**src/hw/rtl/npc_pkg.sv**
```systemverilog
// ----------------------------------------------------------------------------
// npc_pkg: shared types, constants and functions of the near-plane clipper
// Holds the vertex and clip plan types, the fixed datapath widths, the
// saturation helper and the per-code clip plan table.
// ----------------------------------------------------------------------------
package npc_pkg;

  // Default parameter values.
  localparam int unsigned FRAC_BITS_DEF  = 16;
  localparam int unsigned COUNT_BITS_DEF = 16;

  // Field widths of the words on the ports.
  localparam int unsigned COORD_W = 32;
  localparam int unsigned NEAR_W  = 31;
  localparam int unsigned FACES_W = 16;

  // Datapath widths: multiplier operands, product, divider, saturation input.
  localparam int unsigned OPW    = 34;
  localparam int unsigned PROD_W = 2 * OPW;
  localparam int unsigned DVD_W  = 64;
  localparam int unsigned DVS_W  = OPW;
  localparam int unsigned SAT_W  = 72;

  // Vertex indices inside a triangle.
  localparam logic [1:0] VI0 = 2'd0;
  localparam logic [1:0] VI1 = 2'd1;
  localparam logic [1:0] VI2 = 2'd2;

  // Where a corner of an emitted triangle comes from.
  typedef enum logic [2:0] {
    SRC_V0,
    SRC_V1,
    SRC_V2,
    SRC_C0,
    SRC_C1,
    SRC_CV
  } src_e;

  typedef struct packed {
    src_e a;
    src_e b;
    src_e c;
  } tri_t;

  typedef struct packed {
    logic signed [COORD_W-1:0] x;
    logic signed [COORD_W-1:0] y;
    logic signed [COORD_W-1:0] z;
  } vtx_t;

  // How one inside/outside code is handled.
  typedef struct packed {
    logic [1:0] n_tri;
    logic       clipped;
    tri_t       t0;
    tri_t       t1;
    logic [1:0] e0p;
    logic [1:0] e0q;
    logic [1:0] e1p;
    logic [1:0] e1q;
  } plan_t;

  // Status of the shared divider as seen by the sequencer.
  typedef struct packed {
    logic busy;
    logic done;
    logic zero;
  } div_stat_t;

  // Clamp a wide signed value into signed 32 bit.
  function automatic logic signed [COORD_W-1:0] sat32(logic signed [SAT_W-1:0] v);
    logic signed [SAT_W-1:0] hi;
    logic signed [SAT_W-1:0] lo;
    hi = SAT_W'(32'sh7FFF_FFFF);
    lo = -hi - 1;
    if (v > hi) begin
      return 32'sh7FFF_FFFF;
    end else if (v < lo) begin
      return -32'sh8000_0000;
    end
    return v[COORD_W-1:0];
  endfunction

  // Edges to cut and triangles to emit for each code (vertex 0 is the top bit).
  function automatic plan_t clip_plan(logic [2:0] code);
    plan_t p;
    p = '0;
    unique case (code)
      3'd7: begin
        p.n_tri = 2'd1;
        p.t0    = '{SRC_V0, SRC_V1, SRC_V2};
      end
      3'd6: begin
        p.n_tri = 2'd2; p.clipped = 1'b1;
        p.e0p = VI1; p.e0q = VI2; p.e1p = VI2; p.e1q = VI0;
        p.t0  = '{SRC_V0, SRC_V1, SRC_C0};
        p.t1  = '{SRC_C0, SRC_C1, SRC_V0};
      end
      3'd5: begin
        p.n_tri = 2'd2; p.clipped = 1'b1;
        p.e0p = VI0; p.e0q = VI1; p.e1p = VI1; p.e1q = VI2;
        p.t0  = '{SRC_V0, SRC_C0, SRC_C1};
        p.t1  = '{SRC_C1, SRC_V2, SRC_V0};
      end
      3'd4: begin
        p.n_tri = 2'd1; p.clipped = 1'b1;
        p.e0p = VI0; p.e0q = VI1; p.e1p = VI2; p.e1q = VI0;
        p.t0  = '{SRC_V0, SRC_C0, SRC_C1};
      end
      3'd3: begin
        p.n_tri = 2'd2; p.clipped = 1'b1;
        p.e0p = VI0; p.e0q = VI1; p.e1p = VI2; p.e1q = VI0;
        p.t0  = '{SRC_C0, SRC_V1, SRC_V2};
        p.t1  = '{SRC_V2, SRC_C1, SRC_C0};
      end
      3'd2: begin
        p.n_tri = 2'd1; p.clipped = 1'b1;
        p.e0p = VI0; p.e0q = VI1; p.e1p = VI1; p.e1q = VI2;
        p.t0  = '{SRC_C0, SRC_V1, SRC_C1};
      end
      3'd1: begin
        p.n_tri = 2'd1; p.clipped = 1'b1;
        p.e0p = VI1; p.e0q = VI2; p.e1p = VI2; p.e1q = VI0;
        p.t0  = '{SRC_C0, SRC_V2, SRC_C1};
      end
      default: begin
        p.n_tri = 2'd0;
      end
    endcase
    return p;
  endfunction

endpackage

```
**src/hw/rtl/npc_mul.sv**
```systemverilog
// ----------------------------------------------------------------------------
// npc_mul: shared fixed-point multiplier
// Two-stage signed multiply followed by a scale down by the fraction width,
// rounding toward zero.
// ----------------------------------------------------------------------------
module npc_mul #(
  parameter int unsigned FRAC_BITS = npc_pkg::FRAC_BITS_DEF
) (
  input  logic                               clk_i,
  input  logic                               rst_ni,
  input  logic                               start_i,
  input  logic signed [npc_pkg::OPW-1:0]     a_i,
  input  logic signed [npc_pkg::OPW-1:0]     b_i,
  output logic signed [npc_pkg::PROD_W-1:0]  res_o,
  output logic                               done_o
);
  import npc_pkg::*;

  localparam logic [PROD_W-1:0] BIAS = {{(PROD_W - FRAC_BITS){1'b0}}, {FRAC_BITS{1'b1}}};

  logic signed [PROD_W-1:0] prod_q;
  logic signed [PROD_W-1:0] res_q;
  logic signed [PROD_W-1:0] biased;
  logic                     stage1_q;
  logic                     done_q;

  // Negative products get a bias so the shift truncates toward zero.
  always_comb begin
    biased = prod_q[PROD_W-1] ? (prod_q + $signed(BIAS)) : prod_q;
  end

  always_ff @(posedge clk_i or negedge rst_ni) begin
    if (!rst_ni) begin
      prod_q   <= '0;
      res_q    <= '0;
      stage1_q <= 1'b0;
      done_q   <= 1'b0;
    end else begin
      stage1_q <= start_i;
      done_q   <= stage1_q;
      if (start_i) begin
        prod_q <= a_i * b_i;
      end
      if (stage1_q) begin
        res_q <= biased >>> FRAC_BITS;
      end
    end
  end

  assign res_o  = res_q;
  assign done_o = done_q;

endmodule

```
**config.mk**
```make
export PLATFORM = sky130hd
export DESIGN_NAME = npc_mul
export DESIGN_NICKNAME = d
export VERILOG_FILES = /design/src/hw/rtl/npc_pkg.sv /design/src/hw/rtl/npc_mul.sv
export SDC_FILE = /design/constraint.sdc
export NUM_CORES = 2
export LEC_CHECK = 0
export BUFFER_PORTS_ARGS = -buffer_cell sky130_fd_sc_hd__buf_2
export CORE_UTILIZATION = 50
export CTS_CLUSTER_SIZE = 24
export DETAILED_ROUTE_END_ITERATION = 8
export PLACE_DENSITY = 0.76
export SLEW_MARGIN = 25
export SYNTH_ARGS = -nofsm -noshare
export SYNTH_HDL_FRONTEND = slang
export SYNTH_SLANG_ARGS = --single-unit
```
**constraint.sdc**
```tcl
create_clock -name clk_i -period 2.9 [get_ports clk_i]
set_clock_uncertainty 0.2 [all_clocks]
set_input_delay 0.435 -clock clk_i [delete_from_list [all_inputs] [get_ports clk_i]]
set_output_delay 0.435 -clock clk_i [all_outputs]
set_load 0.005 [all_outputs]
```
==> metrics.cfg <==
[run_status]
status=finished with violations
violations=negative setup slack

[yosys]
synth-main-ff-cell=dfrtp_1
synth_area_per_cell_um2=9.32
ys_ff_latch=122
synth_edf_count=0
syn-cell-area_um2=47400
syn-num-nets=6601
synth_area_leaders=fa_1 52%, inv_1 9.9%, and2_1 8.1%, dfrtp_1 6.4%, ha_1 5.4%
netlist-cell-type-count=72
syn_inst=5085
synthArstFlopShare_pct=100
yosysSeqAreaShare_pct=6.44
yosys.area.top_type_share_pct=52.4
yosysTopAreaCell=fa_1
ys_warn_count=0

[clock_network]
worstSkewPairLatency_ns=0.41
clk_pin_slew_ns=0.05
cts_max_path_buffers=2
cts_sinks=122
cts_root_buffer=clkbuf_16
cts_max_level=4
cts_tree=yes
cts_buffers=17

[timing]
layout_setup_ws_ns=-4.72
fin_crit_sh_pct=263
fmax_ghz=0.131
slew_headroom_pct=49.0
slew_violations=0
setup_violations=65
tightestPinTransition_ns=0.764
min_period_ns=7.62
hold_viol=0
rsz0062_at_grt=yes

[critical_path]
critPathArrivalTime_ns=7.73
slowest_delay_ns=0.54
cp.required_ns=3.00
path_max_fanout=10
end_kind=flip-flop
start_kind=input pin
cp_slowest_cell=fa_1
path_common_cell=fa_1
crit_type=in2reg

[finish]
final_core_util_pct=62.4
syn_to_final_growth_pct=23.3
layout-drive-gt1-share_pct=24.1
nNetsFinal=7154

[detailed_routing]
wirelength_um=132000
wl_per_cell_um=19.1
dr.pass1.iters=6
drc=0
drt_iter0_markers=2260
vias=36475
ant_nets=0
viasPerCell=5.28

[floorplanning]
dieArea_um2=96000
core_um2=93600
fp.dieH_um=310
io_pins=140
rows=112
initial_core_util_pct=50.6
die_x_um=310

[global_routing]
grt.overflow.total=0
grt_pass1_wl_um=216000
grt_max_degree=53
grt_usage_pct=28.7
antenna_found_initial=2
grt_pass1_vias=41747

[placed_design]
io_buffers=139
hpwlAfterDp_um=108000
gp_congestion=0.922

[flow_run]
maxCapViolCount=0

[worst_hold_path]
hold_path_class=in2reg

## worst max-delay path: cells and delay by family
family / cells / cell delay [ns]
fa+ha+maj: 9 / 4.25
compound gates: 9 / 2.07
buf+inv: 9 / 0.74
simple gates: 1 / 0.18
## registers in the layout, summed over array words and instances, names as in the netlist
| signal | flops |
|---|---|
| stage1_q | 1 |
| prod_q | 68 |
| done_o | 1 |
| res_o | 52 |
## stage by stage
step           worst slack [ns]  setup TNS [ns]  instances  hold WS [ns]  area, um2
6_report                  -4.72         -246.99       6904         0.202      58400
3_5_place_dp              -5.35         -287.15       6769         0.279      53900
3_3_place_gp              -5.30         -284.71       6769         0.265      53900
4_1_cts                   -4.67         -241.76       6864         0.183      57300
5_1_grt                   -4.85         -256.33       6903         0.186      58400
2_1_floorplan             -4.58         -231.17       5085       -0.0606      48700
## layout by cell type, fill, tap and decap left out, types with 13 or more instances in the layout
master / Yosys / layout
a21o_1: 38 / 38
a21oi_1: 141 / 91
a21oi_2: 1 / 30
a21oi_4: 0 / 21
and2_1: 616 / 553
and2_4: 0 / 63
and3_1: 17 / 14
buf_12: 0 / 54
buf_2: 2 / 76
buf_4: 16 / 505
buf_6: 2 / 141
buf_8: 0 / 21
clkbuf_16: 0 / 20
dfrtp_1: 122 / 121
fa_1: 1241 / 1168
fa_2: 0 / 73
ha_1: 204 / 150
ha_4: 0 / 48
inv_1: 1254 / 1180
inv_2: 0 / 67
mux2_2: 50 / 20
mux2_4: 1 / 31
nand2_1: 608 / 574
nand2_2: 1 / 23
nand3_1: 34 / 31
nand4_1: 23 / 23
nor2_1: 135 / 126
o21ai_1: 4 / 13
xnor2_1: 71 / 56
xnor2_2: 0 / 13
xor2_1: 51 / 42
## Yosys cell counts (all sizes together), types with 5 or more instances
cell,number
fa,1241
and4,5
o2111ai,5
ha,204
nand3,35
nor4,8
a21o,38
buf,25
xnor2,71
nor2,135
xor2,51
inv,1254
dfrtp,122
o21bai,19
a221o,5
o31ai,6
nand2b,7
nand2,609
nor3,21
a31oi,9
o211ai,7
a21oi,142
a211oi,5
clkbuf,252
nor2b,5
o21a,7
o21ai,38
and3,17
and2,616
mux2,51
o311ai,5
nand4,23
## layout make-up
type,count,area [um2]
Multi-Input combinational cell,3431,40900
Fill cell,7188,35200
Timing Repair Buffer,811,7530
Inverter,1255,4730
Sequential cell,122,3050
Tap cell,1254,1570
Clock buffer,21,480
Clock inverter,8,143
Antenna cell,2,5.00
## path summary, 6_finish.rpt
check,startpoint,endpoint,slack [ns],cells after the start
min reg2reg,prod_q[12]$_DFFE_PN0P_,prod_q[12]$_DFFE_PN0P_,0.31,1
min,start_i,stage1_q$_DFF_PN0_,0.20,1
max reg2reg,prod_q[15]$_DFFE_PN0P_,res_o[45]$_DFFE_PN0P_,0.22,9
max,b_i[17],prod_q[57]$_DFFE_PN0P_,-4.72,28
min in group asynchronous,rst_ni,res_o[4]$_DFFE_PN0P_,0.47,2
max in group asynchronous,rst_ni,prod_q[20]$_DFFE_PN0P_,1.37,3
## cell families after synthesis
group	share of synthesized area (%)
AO/OA/AOI/OAI	4.18
XOR/XNOR	2.25
AND/OR/NAND/NOR	15.8
multiplexers	1.22
flip-flops	6.44
adder cells (fa/ha/maj)	57.8
buffers and inverters	12.3
## layer usage
layer	track usage [%]	part of all wire, %
met1	34.0	37
met2	52.5	53
met3	3.35	4.8
met4	12.2	5.2
met5	0	0.0099
## what timing repair did
item,CTS,global route
endpoints found under the hold margin,49,0
pin swaps,214,161
resized for setup,536,186
buffers inserted,59,40
gates cloned,8,3
endpoints found under the setup margin,65,74
hold buffers,1,0
Power is left out: the tool's default activity adds up to more than one toggle a clock period on the data nets, which glitch-free logic cannot reach.
