`src/hw/rtl/npc_pkg.sv`:
```
// ----------------------------------------------------------------------------
// npc_pkg: shared types, constants and functions of the near-plane clipper
// Holds the vertex and clip plan types, the fixed datapath widths, the
// saturation helper and the per-code clip plan table.
// ----------------------------------------------------------------------------
package npc_pkg;

  // Default parameter values.
  localparam int unsigned FRAC_BITS_DEF  = 16;
  localparam int unsigned COUNT_BITS_DEF = 16;

  // Field widths of the words on the ports.
  localparam int unsigned COORD_W = 32;
  localparam int unsigned NEAR_W  = 31;
  localparam int unsigned FACES_W = 16;

  // Datapath widths: multiplier operands, product, divider, saturation input.
  localparam int unsigned OPW    = 34;
  localparam int unsigned PROD_W = 2 * OPW;
  localparam int unsigned DVD_W  = 64;
  localparam int unsigned DVS_W  = OPW;
  localparam int unsigned SAT_W  = 72;

  // Vertex indices inside a triangle.
  localparam logic [1:0] VI0 = 2'd0;
  localparam logic [1:0] VI1 = 2'd1;
  localparam logic [1:0] VI2 = 2'd2;

  // Where a corner of an emitted triangle comes from.
  typedef enum logic [2:0] {
    SRC_V0,
    SRC_V1,
    SRC_V2,
    SRC_C0,
    SRC_C1,
    SRC_CV
  } src_e;

  typedef struct packed {
    src_e a;
    src_e b;
    src_e c;
  } tri_t;

  typedef struct packed {
    logic signed [COORD_W-1:0] x;
    logic signed [COORD_W-1:0] y;
    logic signed [COORD_W-1:0] z;
  } vtx_t;

  // How one inside/outside code is handled.
  typedef struct packed {
    logic [1:0] n_tri;
    logic       clipped;
    tri_t       t0;
    tri_t       t1;
    logic [1:0] e0p;
    logic [1:0] e0q;
    logic [1:0] e1p;
    logic [1:0] e1q;
  } plan_t;

  // Status of the shared divider as seen by the sequencer.
  typedef struct packed {
    logic busy;
    logic done;
    logic zero;
  } div_stat_t;

  // Clamp a wide signed value into signed 32 bit.
  function automatic logic signed [COORD_W-1:0] sat32(logic signed [SAT_W-1:0] v);
    logic signed [SAT_W-1:0] hi;
    logic signed [SAT_W-1:0] lo;
    hi = SAT_W'(32'sh7FFF_FFFF);
    lo = -hi - 1;
    if (v > hi) begin
      return 32'sh7FFF_FFFF;
    end else if (v < lo) begin
      return -32'sh8000_0000;
    end
    return v[COORD_W-1:0];
  endfunction

  // Edges to cut and triangles to emit for each code (vertex 0 is the top bit).
  function automatic plan_t clip_plan(logic [2:0] code);
    plan_t p;
    p = '0;
    unique case (code)
      3'd7: begin
        p.n_tri = 2'd1;
        p.t0    = '{SRC_V0, SRC_V1, SRC_V2};
      end
      3'd6: begin
        p.n_tri = 2'd2; p.clipped = 1'b1;
        p.e0p = VI1; p.e0q = VI2; p.e1p = VI2; p.e1q = VI0;
        p.t0  = '{SRC_V0, SRC_V1, SRC_C0};
        p.t1  = '{SRC_C0, SRC_C1, SRC_V0};
      end
      3'd5: begin
        p.n_tri = 2'd2; p.clipped = 1'b1;
        p.e0p = VI0; p.e0q = VI1; p.e1p = VI1; p.e1q = VI2;
        p.t0  = '{SRC_V0, SRC_C0, SRC_C1};
        p.t1  = '{SRC_C1, SRC_V2, SRC_V0};
      end
      3'd4: begin
        p.n_tri = 2'd1; p.clipped = 1'b1;
        p.e0p = VI0; p.e0q = VI1; p.e1p = VI2; p.e1q = VI0;
        p.t0  = '{SRC_V0, SRC_C0, SRC_C1};
      end
      3'd3: begin
        p.n_tri = 2'd2; p.clipped = 1'b1;
        p.e0p = VI0; p.e0q = VI1; p.e1p = VI2; p.e1q = VI0;
        p.t0  = '{SRC_C0, SRC_V1, SRC_V2};
        p.t1  = '{SRC_V2, SRC_C1, SRC_C0};
      end
      3'd2: begin
        p.n_tri = 2'd1; p.clipped = 1'b1;
        p.e0p = VI0; p.e0q = VI1; p.e1p = VI1; p.e1q = VI2;
        p.t0  = '{SRC_C0, SRC_V1, SRC_C1};
      end
      3'd1: begin
        p.n_tri = 2'd1; p.clipped = 1'b1;
        p.e0p = VI1; p.e0q = VI2; p.e1p = VI2; p.e1q = VI0;
        p.t0  = '{SRC_C0, SRC_V2, SRC_C1};
      end
      default: begin
        p.n_tri = 2'd0;
      end
    endcase
    return p;
  endfunction

endpackage

```
`src/hw/rtl/npc_div.sv`:
```
// ----------------------------------------------------------------------------
// npc_div: shared iterative signed divider
// Restoring division on magnitudes, one quotient bit per cycle, quotient
// truncated toward zero. Flags a zero divisor for the caller to override.
// ----------------------------------------------------------------------------
module npc_div (
  input  logic                              clk_i,
  input  logic                              rst_ni,
  input  logic                              start_i,
  input  logic signed [npc_pkg::DVD_W-1:0]  dividend_i,
  input  logic signed [npc_pkg::DVS_W-1:0]  divisor_i,
  output logic signed [npc_pkg::DVD_W-1:0]  quot_o,
  output npc_pkg::div_stat_t                stat_o
);
  import npc_pkg::*;

  localparam int unsigned CNT_W = $clog2(DVD_W);

  logic [DVD_W-1:0] dvd_q;
  logic [DVS_W-1:0] dvs_q;
  logic [DVS_W-1:0] rem_q;
  logic [CNT_W-1:0] cnt_q;
  logic             neg_q;
  logic             busy_q;
  logic             done_q;
  logic             zero_q;

  logic [DVS_W:0]   shifted;
  logic [DVS_W:0]   trial;
  logic             fits;

  // One restoring step: bring down the next dividend bit and try the divisor.
  always_comb begin
    shifted = {rem_q, dvd_q[DVD_W-1]};
    trial   = shifted - {1'b0, dvs_q};
    fits    = (shifted >= {1'b0, dvs_q});
  end

  always_ff @(posedge clk_i or negedge rst_ni) begin
    if (!rst_ni) begin
      dvd_q  <= '0;
      dvs_q  <= '0;
      rem_q  <= '0;
      cnt_q  <= '0;
      neg_q  <= 1'b0;
      busy_q <= 1'b0;
      done_q <= 1'b0;
      zero_q <= 1'b0;
    end else begin
      done_q <= 1'b0;
      if (start_i) begin
        dvd_q  <= dividend_i[DVD_W-1] ? DVD_W'(-dividend_i) : DVD_W'(dividend_i);
        dvs_q  <= divisor_i[DVS_W-1] ? DVS_W'(-divisor_i) : DVS_W'(divisor_i);
        rem_q  <= '0;
        cnt_q  <= CNT_W'(DVD_W - 1);
        neg_q  <= dividend_i[DVD_W-1] ^ divisor_i[DVS_W-1];
        zero_q <= (divisor_i == '0);
        busy_q <= 1'b1;
      end else if (busy_q) begin
        rem_q <= fits ? trial[DVS_W-1:0] : shifted[DVS_W-1:0];
        dvd_q <= {dvd_q[DVD_W-2:0], fits};
        cnt_q <= cnt_q - 1'b1;
        if (cnt_q == '0) begin
          busy_q <= 1'b0;
          done_q <= 1'b1;
        end
      end
    end
  end

  // The dividend register holds the quotient once the last step is done.
  assign quot_o      = neg_q ? $signed(-dvd_q) : $signed(dvd_q);
  assign stat_o.busy = busy_q;
  assign stat_o.done = done_q;
  assign stat_o.zero = zero_q;

endmodule

```
`config.mk`:
```
export PLATFORM = sky130hd
export DESIGN_NAME = npc_div
export DESIGN_NICKNAME = d
export VERILOG_FILES = /design/src/hw/rtl/npc_pkg.sv /design/src/hw/rtl/npc_div.sv
export SDC_FILE = /design/constraint.sdc
export NUM_CORES = 1
export LEC_CHECK = 0
export BUFFER_PORTS_ARGS = -buffer_cell sky130_fd_sc_hd__clkbuf_2
export CAP_MARGIN = 40
export CORE_MARGIN = 4
export CORE_UTILIZATION = 25
export DETAILED_ROUTE_END_ITERATION = 7
export GPL_TIMING_DRIVEN = 1
export MAX_ROUTING_LAYER = met4
export PLACE_DENSITY_LB_ADDON = 0.25
export SLEW_MARGIN = 20
export SYNTH_ARGS = -nofsm -noshare
export SYNTH_HDL_FRONTEND = slang
export SYNTH_SLANG_ARGS = --single-unit
```
`constraint.sdc`:
```
create_clock -name clk_i -period 4.05 [get_ports clk_i]
set_clock_uncertainty 0.15 [all_clocks]
set_input_delay 0.81 -clock clk_i [delete_from_list [all_inputs] [get_ports clk_i]]
set_output_delay 0.81 -clock clk_i [all_outputs]
set_load 0.01 [all_outputs]
```
==> impl_metrics.yaml, run 1 <==
worst_setup_path:
  cp-start-kind: "register"
  worstPathCellList: "or4_4, or3_4, or3_4, or4_4, buf_4, or3_4, o31ai_4, xnor2_1, buf_2"
  endpoint_kind: "output pin"
  cp.arrival_ns: 3.55
  path_class: "register to output pin"
  cp_num_buf_inv: 2
  crit_fanout: 6
  slowest_delay_ns: 0.53
  critPathTopFamily: "simple AND/OR/NAND/NOR gates"
  reg2reg_slack_ns: 0.46
  worstPathRequired_ns: 3.09
  cp_common_cell: "or3_4"
  slowest_stage: "or4_4"
cells_and_area:
  nets: 1732
  area_delta_synth_final_pct: 28.4
  final_area_sq_mm: 0.0148
  layout_commonest_cell: "nand2_1"
  layout_common_cells: "nand2_1, dfrtp_1, clkbuf_2, xnor2_1, a21oi_1"
  final_util: 0.325
  drive_gt1_frac: 0.228
  diodes: 0
hold_path:
  min_path_type: "input port to asynchronous set/reset pin"
routing:
  ant_nets: 0
  drt_first_pass_iters: 5
  routedWlPerCell_um: 16.8
  viasPerCell: 4.93
  vias: 10900
  wl_um: 37000
  drt_iter0_drc: 535
  drc: 0
clock_tree:
  cts_max_path_buffers: 2
  clkTransAtPathRegs_ns: 0.07
  root_buffer: "clkbuf_16"
  clock_latency_ns: 0.45
  clock_sinks: 142
  cts_tree: "yes"
  cts_made_buffers: 17
  h-tree-depth: 4
logic_synthesis:
  syn-cell-area_sq_mm: 0.0115
  syn_inst: 1405
  ys_warn_count: 0
  ys.flop_type: "dfrtp_1"
  yosysUniqueCellTypes: 66
  ys_seq_elements: 142
  synth_edf_count: 0
  ys_seq_area_frac: 0.309
  syn_nets: 1546
  async_flop_share: 1.00
  avgSynthCellArea_sq_um: 8.20
global_routing:
  antenna_found_initial: 0
  gr-total-overflow: 0
  grt_pass1_wl_um: 59700
  grt_max_degree: 218
  grt_usage: 0.151
  first_global_vias: 10800
power:
  cellLeakagePower_nw: 6.49
  power_density_mw_per_mm2: 460
  power_mw: 6.81
  vdd_drop_max_uv: 235
timing:
  fmax_mhz: 222
  min_period_over_period: 1.11
  fin_crit_ns: 4.51
  report.final.slew_viol_count: 0
  holdWs_ns: 0.101
  slew_headroom: 0.382
  layout_setup_ws_ns: -0.461
  rsz0062_at_grt: "true"
  finalHoldViolations: 0
  tightest_slew_ns: 0.927
  tns_ns: -5.84
  finalSetupViolCount: 24
outcome:
  outcome: "complete, but fails checks"
  violations: "setup timing"
floorplan:
  row_count: 78
  start_util: 0.253
  io_pins: 168
  die_w_um: 223
  die_area_sq_mm: 0.0496
  core_region_area_sq_mm: 0.0455
  fp.dieH_um: 223
run:
  maxCapViolCount: 0
placed_design:
  io_buffers: 167
  placed_area_sq_mm: 0.0133
  dpl.hpwl_um: 27600
  gp_routability_congestion: 0.891
metrics by stage:
step | cells | worst slack (ns)
5_1_grt | 2203 | -0.544
2_1_floorplan | 1405 | 0.214
3_3_place_gp | 2149 | -0.121
6_report | 2203 | -0.461
4_1_cts | 2199 | -0.508
3_5_place_dp | 2149 | -0.124
where the power goes:
| group | total [mW] | switching (mW) | leakage (nW) | internal [mW] |
|---|---|---|---|---|
| clock network | 1.62 | 0.690 | 0.279 | 0.935 |
| logic | 3.17 | 1.81 | 4.50 | 1.37 |
| registers | 2.01 | 0.317 | 1.71 | 1.69 |
synth_stat cells (5+ instances only):
cell type,number,area (sq um)
o211ai_1,9,67.6
inv_1,55,206
mux2i_1,50,500
or3_1,16,100
dfrtp_1,142,3550
o31ai_1,43,323
xor2_1,61,534
buf_1,12,45.0
nor3_1,24,120
o21bai_1,7,52.6
nor2b_1,25,156
a21o_1,14,105
or2_2,6,37.5
and3_1,5,31.3
o21a_1,10,75.1
o211a_1,7,70.1
o22ai_1,7,43.8
ha_1,39,488
xnor2_1,126,1100
nor4_1,10,62.6
nand3_1,19,95.1
a21oi_1,106,531
nor2_1,104,390
nand2_1,153,574
nand4_1,10,62.6
clkbuf_1,65,244
or4_1,17,128
a211oi_1,42,315
nand2b_1,16,100
a31oi_1,8,50.1
o41ai_1,25,219
o21ai_0,117,586
layout make-up:
type / count / area, sq um
multi-input combinational: 1126 / 8050
timing repair buffer: 248 / 1620
clock buffer: 18 / 439
fill: 4839 / 30700
inverter: 56 / 210
sequential: 142 / 3560
tap: 600 / 751
clock inverter: 13 / 156
flip-flops by register name, indices dropped and copies added, names as in the netlist:
name,cells
dvd_q,64
dvs_q,34
rem_q,34
cnt_q,6
busy_q,1
done_q,1
neg_q,1
zero_q,1
path summary, 6_finish.rpt:
kind | startpoint | depth (start not counted) | endpoint
setup / recovery | dvd_q[43]$_DFFE_PN0P_ | 9 | quot_o[62]
hold / removal | rst_ni | 1 | zero_q$_DFFE_PN0P_
setup reg to reg | dvd_q[63]$_DFFE_PN0P_ | 13 | rem_q[26]$_DFFE_PN0P_
hold reg to reg | zero_q$_DFFE_PN0P_ | 1 | zero_q$_DFFE_PN0P_
max in group asynchronous | rst_ni | 3 | dvd_q[50]$_DFFE_PN0P_
min in group clk_i | zero_q$_DFFE_PN0P_ | 1 | zero_q$_DFFE_PN0P_
cell families (layout without fill, tap and decap cells):
| group | Yosys count | in the layout | share of synthesized area |
|---|---|---|---|
| flip-flops | 142 | 142 | 0.309 |
| AO/OA/AOI/OAI | 416 | 416 | 0.229 |
| buffers and inverters | 137 | 335 | 0.0460 |
| AND/OR/NAND/NOR | 431 | 431 | 0.184 |
| adder cells (fa/ha/maj) | 40 | 40 | 0.0441 |
| multiplexers | 52 | 52 | 0.0454 |
| XOR/XNOR | 187 | 187 | 0.142 |
timing repair:
action | 4_1_cts | 5_1_grt
buffers inserted | 29 | 9
pin swaps | 22 | 24
endpoints found under the setup margin | 38 | 42
hold buffers | 0 | 0
gates resized for setup | 88 | 90
per-layer routing:
metal | up-vias | global-route usage | part of all wire | routed length, um
li1 | 5411 | - | - | -
met1 | 5168 | 0.202 | 0.47 | 17500
met2 | 229 | 0.239 | 0.47 | 17400
met3 | 47 | 0.0211 | 0.034 | 1280
met4 | 0 | 0.0441 | 0.023 | 860
met5 | - | - | 0 | 0
(Power assumes the default switching activity.)
==> run 2, diff against run 1 <==
--- a/config.mk
+++ b/config.mk
@@ -5,6 +5,7 @@
 export SDC_FILE = /design/constraint.sdc
 export NUM_CORES = 1
 export LEC_CHECK = 0
+export ABC_AREA = 1
 export BUFFER_PORTS_ARGS = -buffer_cell sky130_fd_sc_hd__clkbuf_2
 export CAP_MARGIN = 40
 export CORE_MARGIN = 4
==> run 2 against run 1 <==
Clock power rose by 10%. Critical path depth rose by 3. Via count rose by 47%. The run now ends clean. Area after synthesis rose by 26%. Cell count rose by 54%. Power rose by 13%. Synthesized cell count rose by 77%. Utilization fell by 3.3 points. Fmax rose by 22%.
==> impl_metrics.yaml, run 2 <==
outcome:
  outcome: "finished clean"
logic_synthesis:
  yosysTopAreaCellShare: 0.244
  syn-cell-area_sq_mm: 0.0145
  yosysUniqueCellTypes: 46
  synth_top_area_cell: "dfrtp_1"
  async_flop_share: 1.00
  synth_area_leaders: "dfrtp_1, nand2_1, inv_1"
  syn_nets: 2632
  ys_warn_count: 0
  syn_inst: 2491
  synth_common_cells: "nand2_1, inv_1, nor2_1, nand3_1, o21ai_0"
  avgSynthCellArea_sq_um: 5.84
  ys_seq_area_frac: 0.244
  synth_edf_count: 0
  ys.flop_type: "dfrtp_1"
  synth_most_common_cell: "nand2_1"
  ys_seq_elements: 142
floorplan:
  row_count: 88
  fp.dieH_um: 249
  core_region_area_sq_mm: 0.0576
  io_pins: 168
  die_w_um: 249
  die_area_sq_mm: 0.0621
  start_util: 0.252
cells_and_area:
  largest_reg_flops: 64
  drive_gt1_frac: 0.102
  top_regs: "dvd_q: 64 flops, dvs_q: 34 flops, rem_q: 34 flops"
  layout_commonest_cell: "nand2_1"
  layout_common_cells: "nand2_1, inv_1, nor2_1, nand3_1, o21ai_0"
  area_delta_synth_final_pct: 15.8
  nets: 2760
  regMostFlops: "dvd_q"
  fillerInstances: 6632
timing:
  layout_setup_ws_ns: 0.342
  slew_headroom: 0.443
  finalSetupViolCount: 0
  finalHoldViolations: 0
  fin_crit_ns: 3.71
  tns_ns: 0
  tightest_slew_ns: 0.827
  min_period_over_period: 0.915
  fmax_mhz: 270
  rsz0062_at_grt: "false"
  report.final.slew_viol_count: 0
worst_setup_path:
  cp_common_cell: "nand2_2"
  reg2reg_slack_ns: 1.16
  cp.arrival_ns: 2.75
  slowest_delay_ns: 0.38
  worstPathRequired_ns: 3.09
  slowest_stage: "dfrtp_1"
  path_class: "register to output pin"
  crit_fanout: 5
  cp-start-kind: "register"
  reg2reg_depth: 14
  endpoint_kind: "output pin"
  worstPathCellList: "inv_1, ha_1, nand3_2, nor2_4, nand2_2, nor2_2, nand2_1, o21ai_2, nand2_2, a21oi_1, xor2_1, clkbuf_2"
  timing.rr.start: "dvs_q[26]$_DFFE_PN0P_"
  reg2reg_to: "dvd_q[0]$_DFFE_PN0P_"
power:
  power_mw: 7.67
  power_density_mw_per_mm2: 455
  vdd_drop_max_uv: 316
  cellLeakagePower_nw: 8.49
hold_path:
  min_path_type: "input port to asynchronous set/reset pin"
global_routing:
  grt_pass1_wl_um: 90500
  gr-total-overflow: 0
  grt_usage: 0.191
  antenna_found_initial: 2
  grt_max_degree: 67
  first_global_vias: 15100
routing:
  ant_nets: 0
  drt_iter0_drc: 1251
  viasPerCell: 4.70
  vias: 16000
  drt_first_pass_iters: 6
  wl_um: 58700
  routedWlPerCell_um: 17.3
  drc: 0
placed_design:
  io_buffers: 167
  dpl.hpwl_um: 47500
  gp_routability_congestion: 0.960
  place_ws_ns: 0.866
clock_tree:
  cts.repair.resized: 0
  cts_tree: "yes"
  holdBufCountCts: 0
  clock_sinks: 142
  h-tree-depth: 4
  post_cts_buffers: 0
  cts_made_buffers: 17
  clkTransAtPathRegs_ns: 0.07
  root_buffer: "clkbuf_16"
  cts_max_path_buffers: 2
  clock_latency_ns: 0.46
run:
  maxCapViolCount: 0
## run 2: cell count changes after synthesis, sizes merged, moves of 43 or more
cell   delta
nor2    +199
a21oi    -45
o21ai    +69
nand3   +180
mux2i    -50
inv     +302
xnor2   -101
nand4    +43
nand2   +692
## run 2: worst max-delay path: cells and delay by family, from the launching register on
family,cells,cell delay (ns)
simple gates,6,0.70
flops,1,0.38
compound gates,2,0.37
buf+inv,2,0.33
xor+xnor,1,0.28
fa+ha+maj,1,0.23
## run 2: routing by layer
metal  track usage  vias up  wire length, um
met4        0.0435        0              997
met1         0.281     7339            29600
met5             -        -                0
met3        0.0365       53             4120
met2         0.269      479            24100
li1              -     8111                -
## run 2: cell type report
class,instances,area [sq um],area share
Multi-Input combinational cell,1913,9310,0.553
Sequential cell,142,3550,0.211
Inverter,357,1340,0.0796
Timing Repair Buffer,188,1030,0.0614
Tap cell,765,957,0.0568
Clock buffer,19,433,0.0257
Clock inverter,13,213,0.0126
Antenna cell,1,2.50,0.000149
## run 2: cells by family (layout without fill, tap and decap cells)
group,after synthesis,count (layout),synth area share
AO/OA/AOI/OAI,276,276,0.102
XOR/XNOR,125,125,0.0753
adder cells (fa/ha/maj),40,40,0.0349
buffers and inverters,436,577,0.117
flip-flops,142,142,0.244
other,0,1,0
AND/OR/NAND/NOR,1472,1472,0.427
## run 2: how the worst max path moves through the flow
stage,endpoint,slack (ns),start
2_1_floorplan,quot_o[58],1.28,dvd_q[0]$_DFFE_PN0P_
3_3_place_gp,quot_o[58],0.87,dvd_q[0]$_DFFE_PN0P_
3_5_place_dp,quot_o[58],0.87,dvd_q[0]$_DFFE_PN0P_
4_1_cts,quot_o[58],0.36,dvd_q[0]$_DFFE_PN0P_
5_1_grt,quot_o[42],0.10,dvd_q[0]$_DFFE_PN0P_
6_report,quot_o[58],0.34,dvd_q[0]$_DFFE_PN0P_
## run 2: metrics by stage
stage	instance area [sq um]	std cells	utilization	hold slack (ns)
2_1_floorplan	14500	2491	-	0.299
3_3_place_gp	16200	3364	0.281	0.314
3_5_place_dp	16200	3364	0.281	0.316
4_1_cts	16800	3396	0.292	0.212
5_1_grt	16800	3398	0.292	0.236
6_report	16800	3398	0.292	0.178
## run 2: report_power, final
group	internal [mW]	switching (mW)	leakage (nW)
Clock	1.10	0.697	0.304
Combinational	1.34	2.64	6.51
Sequential	1.68	0.215	1.67
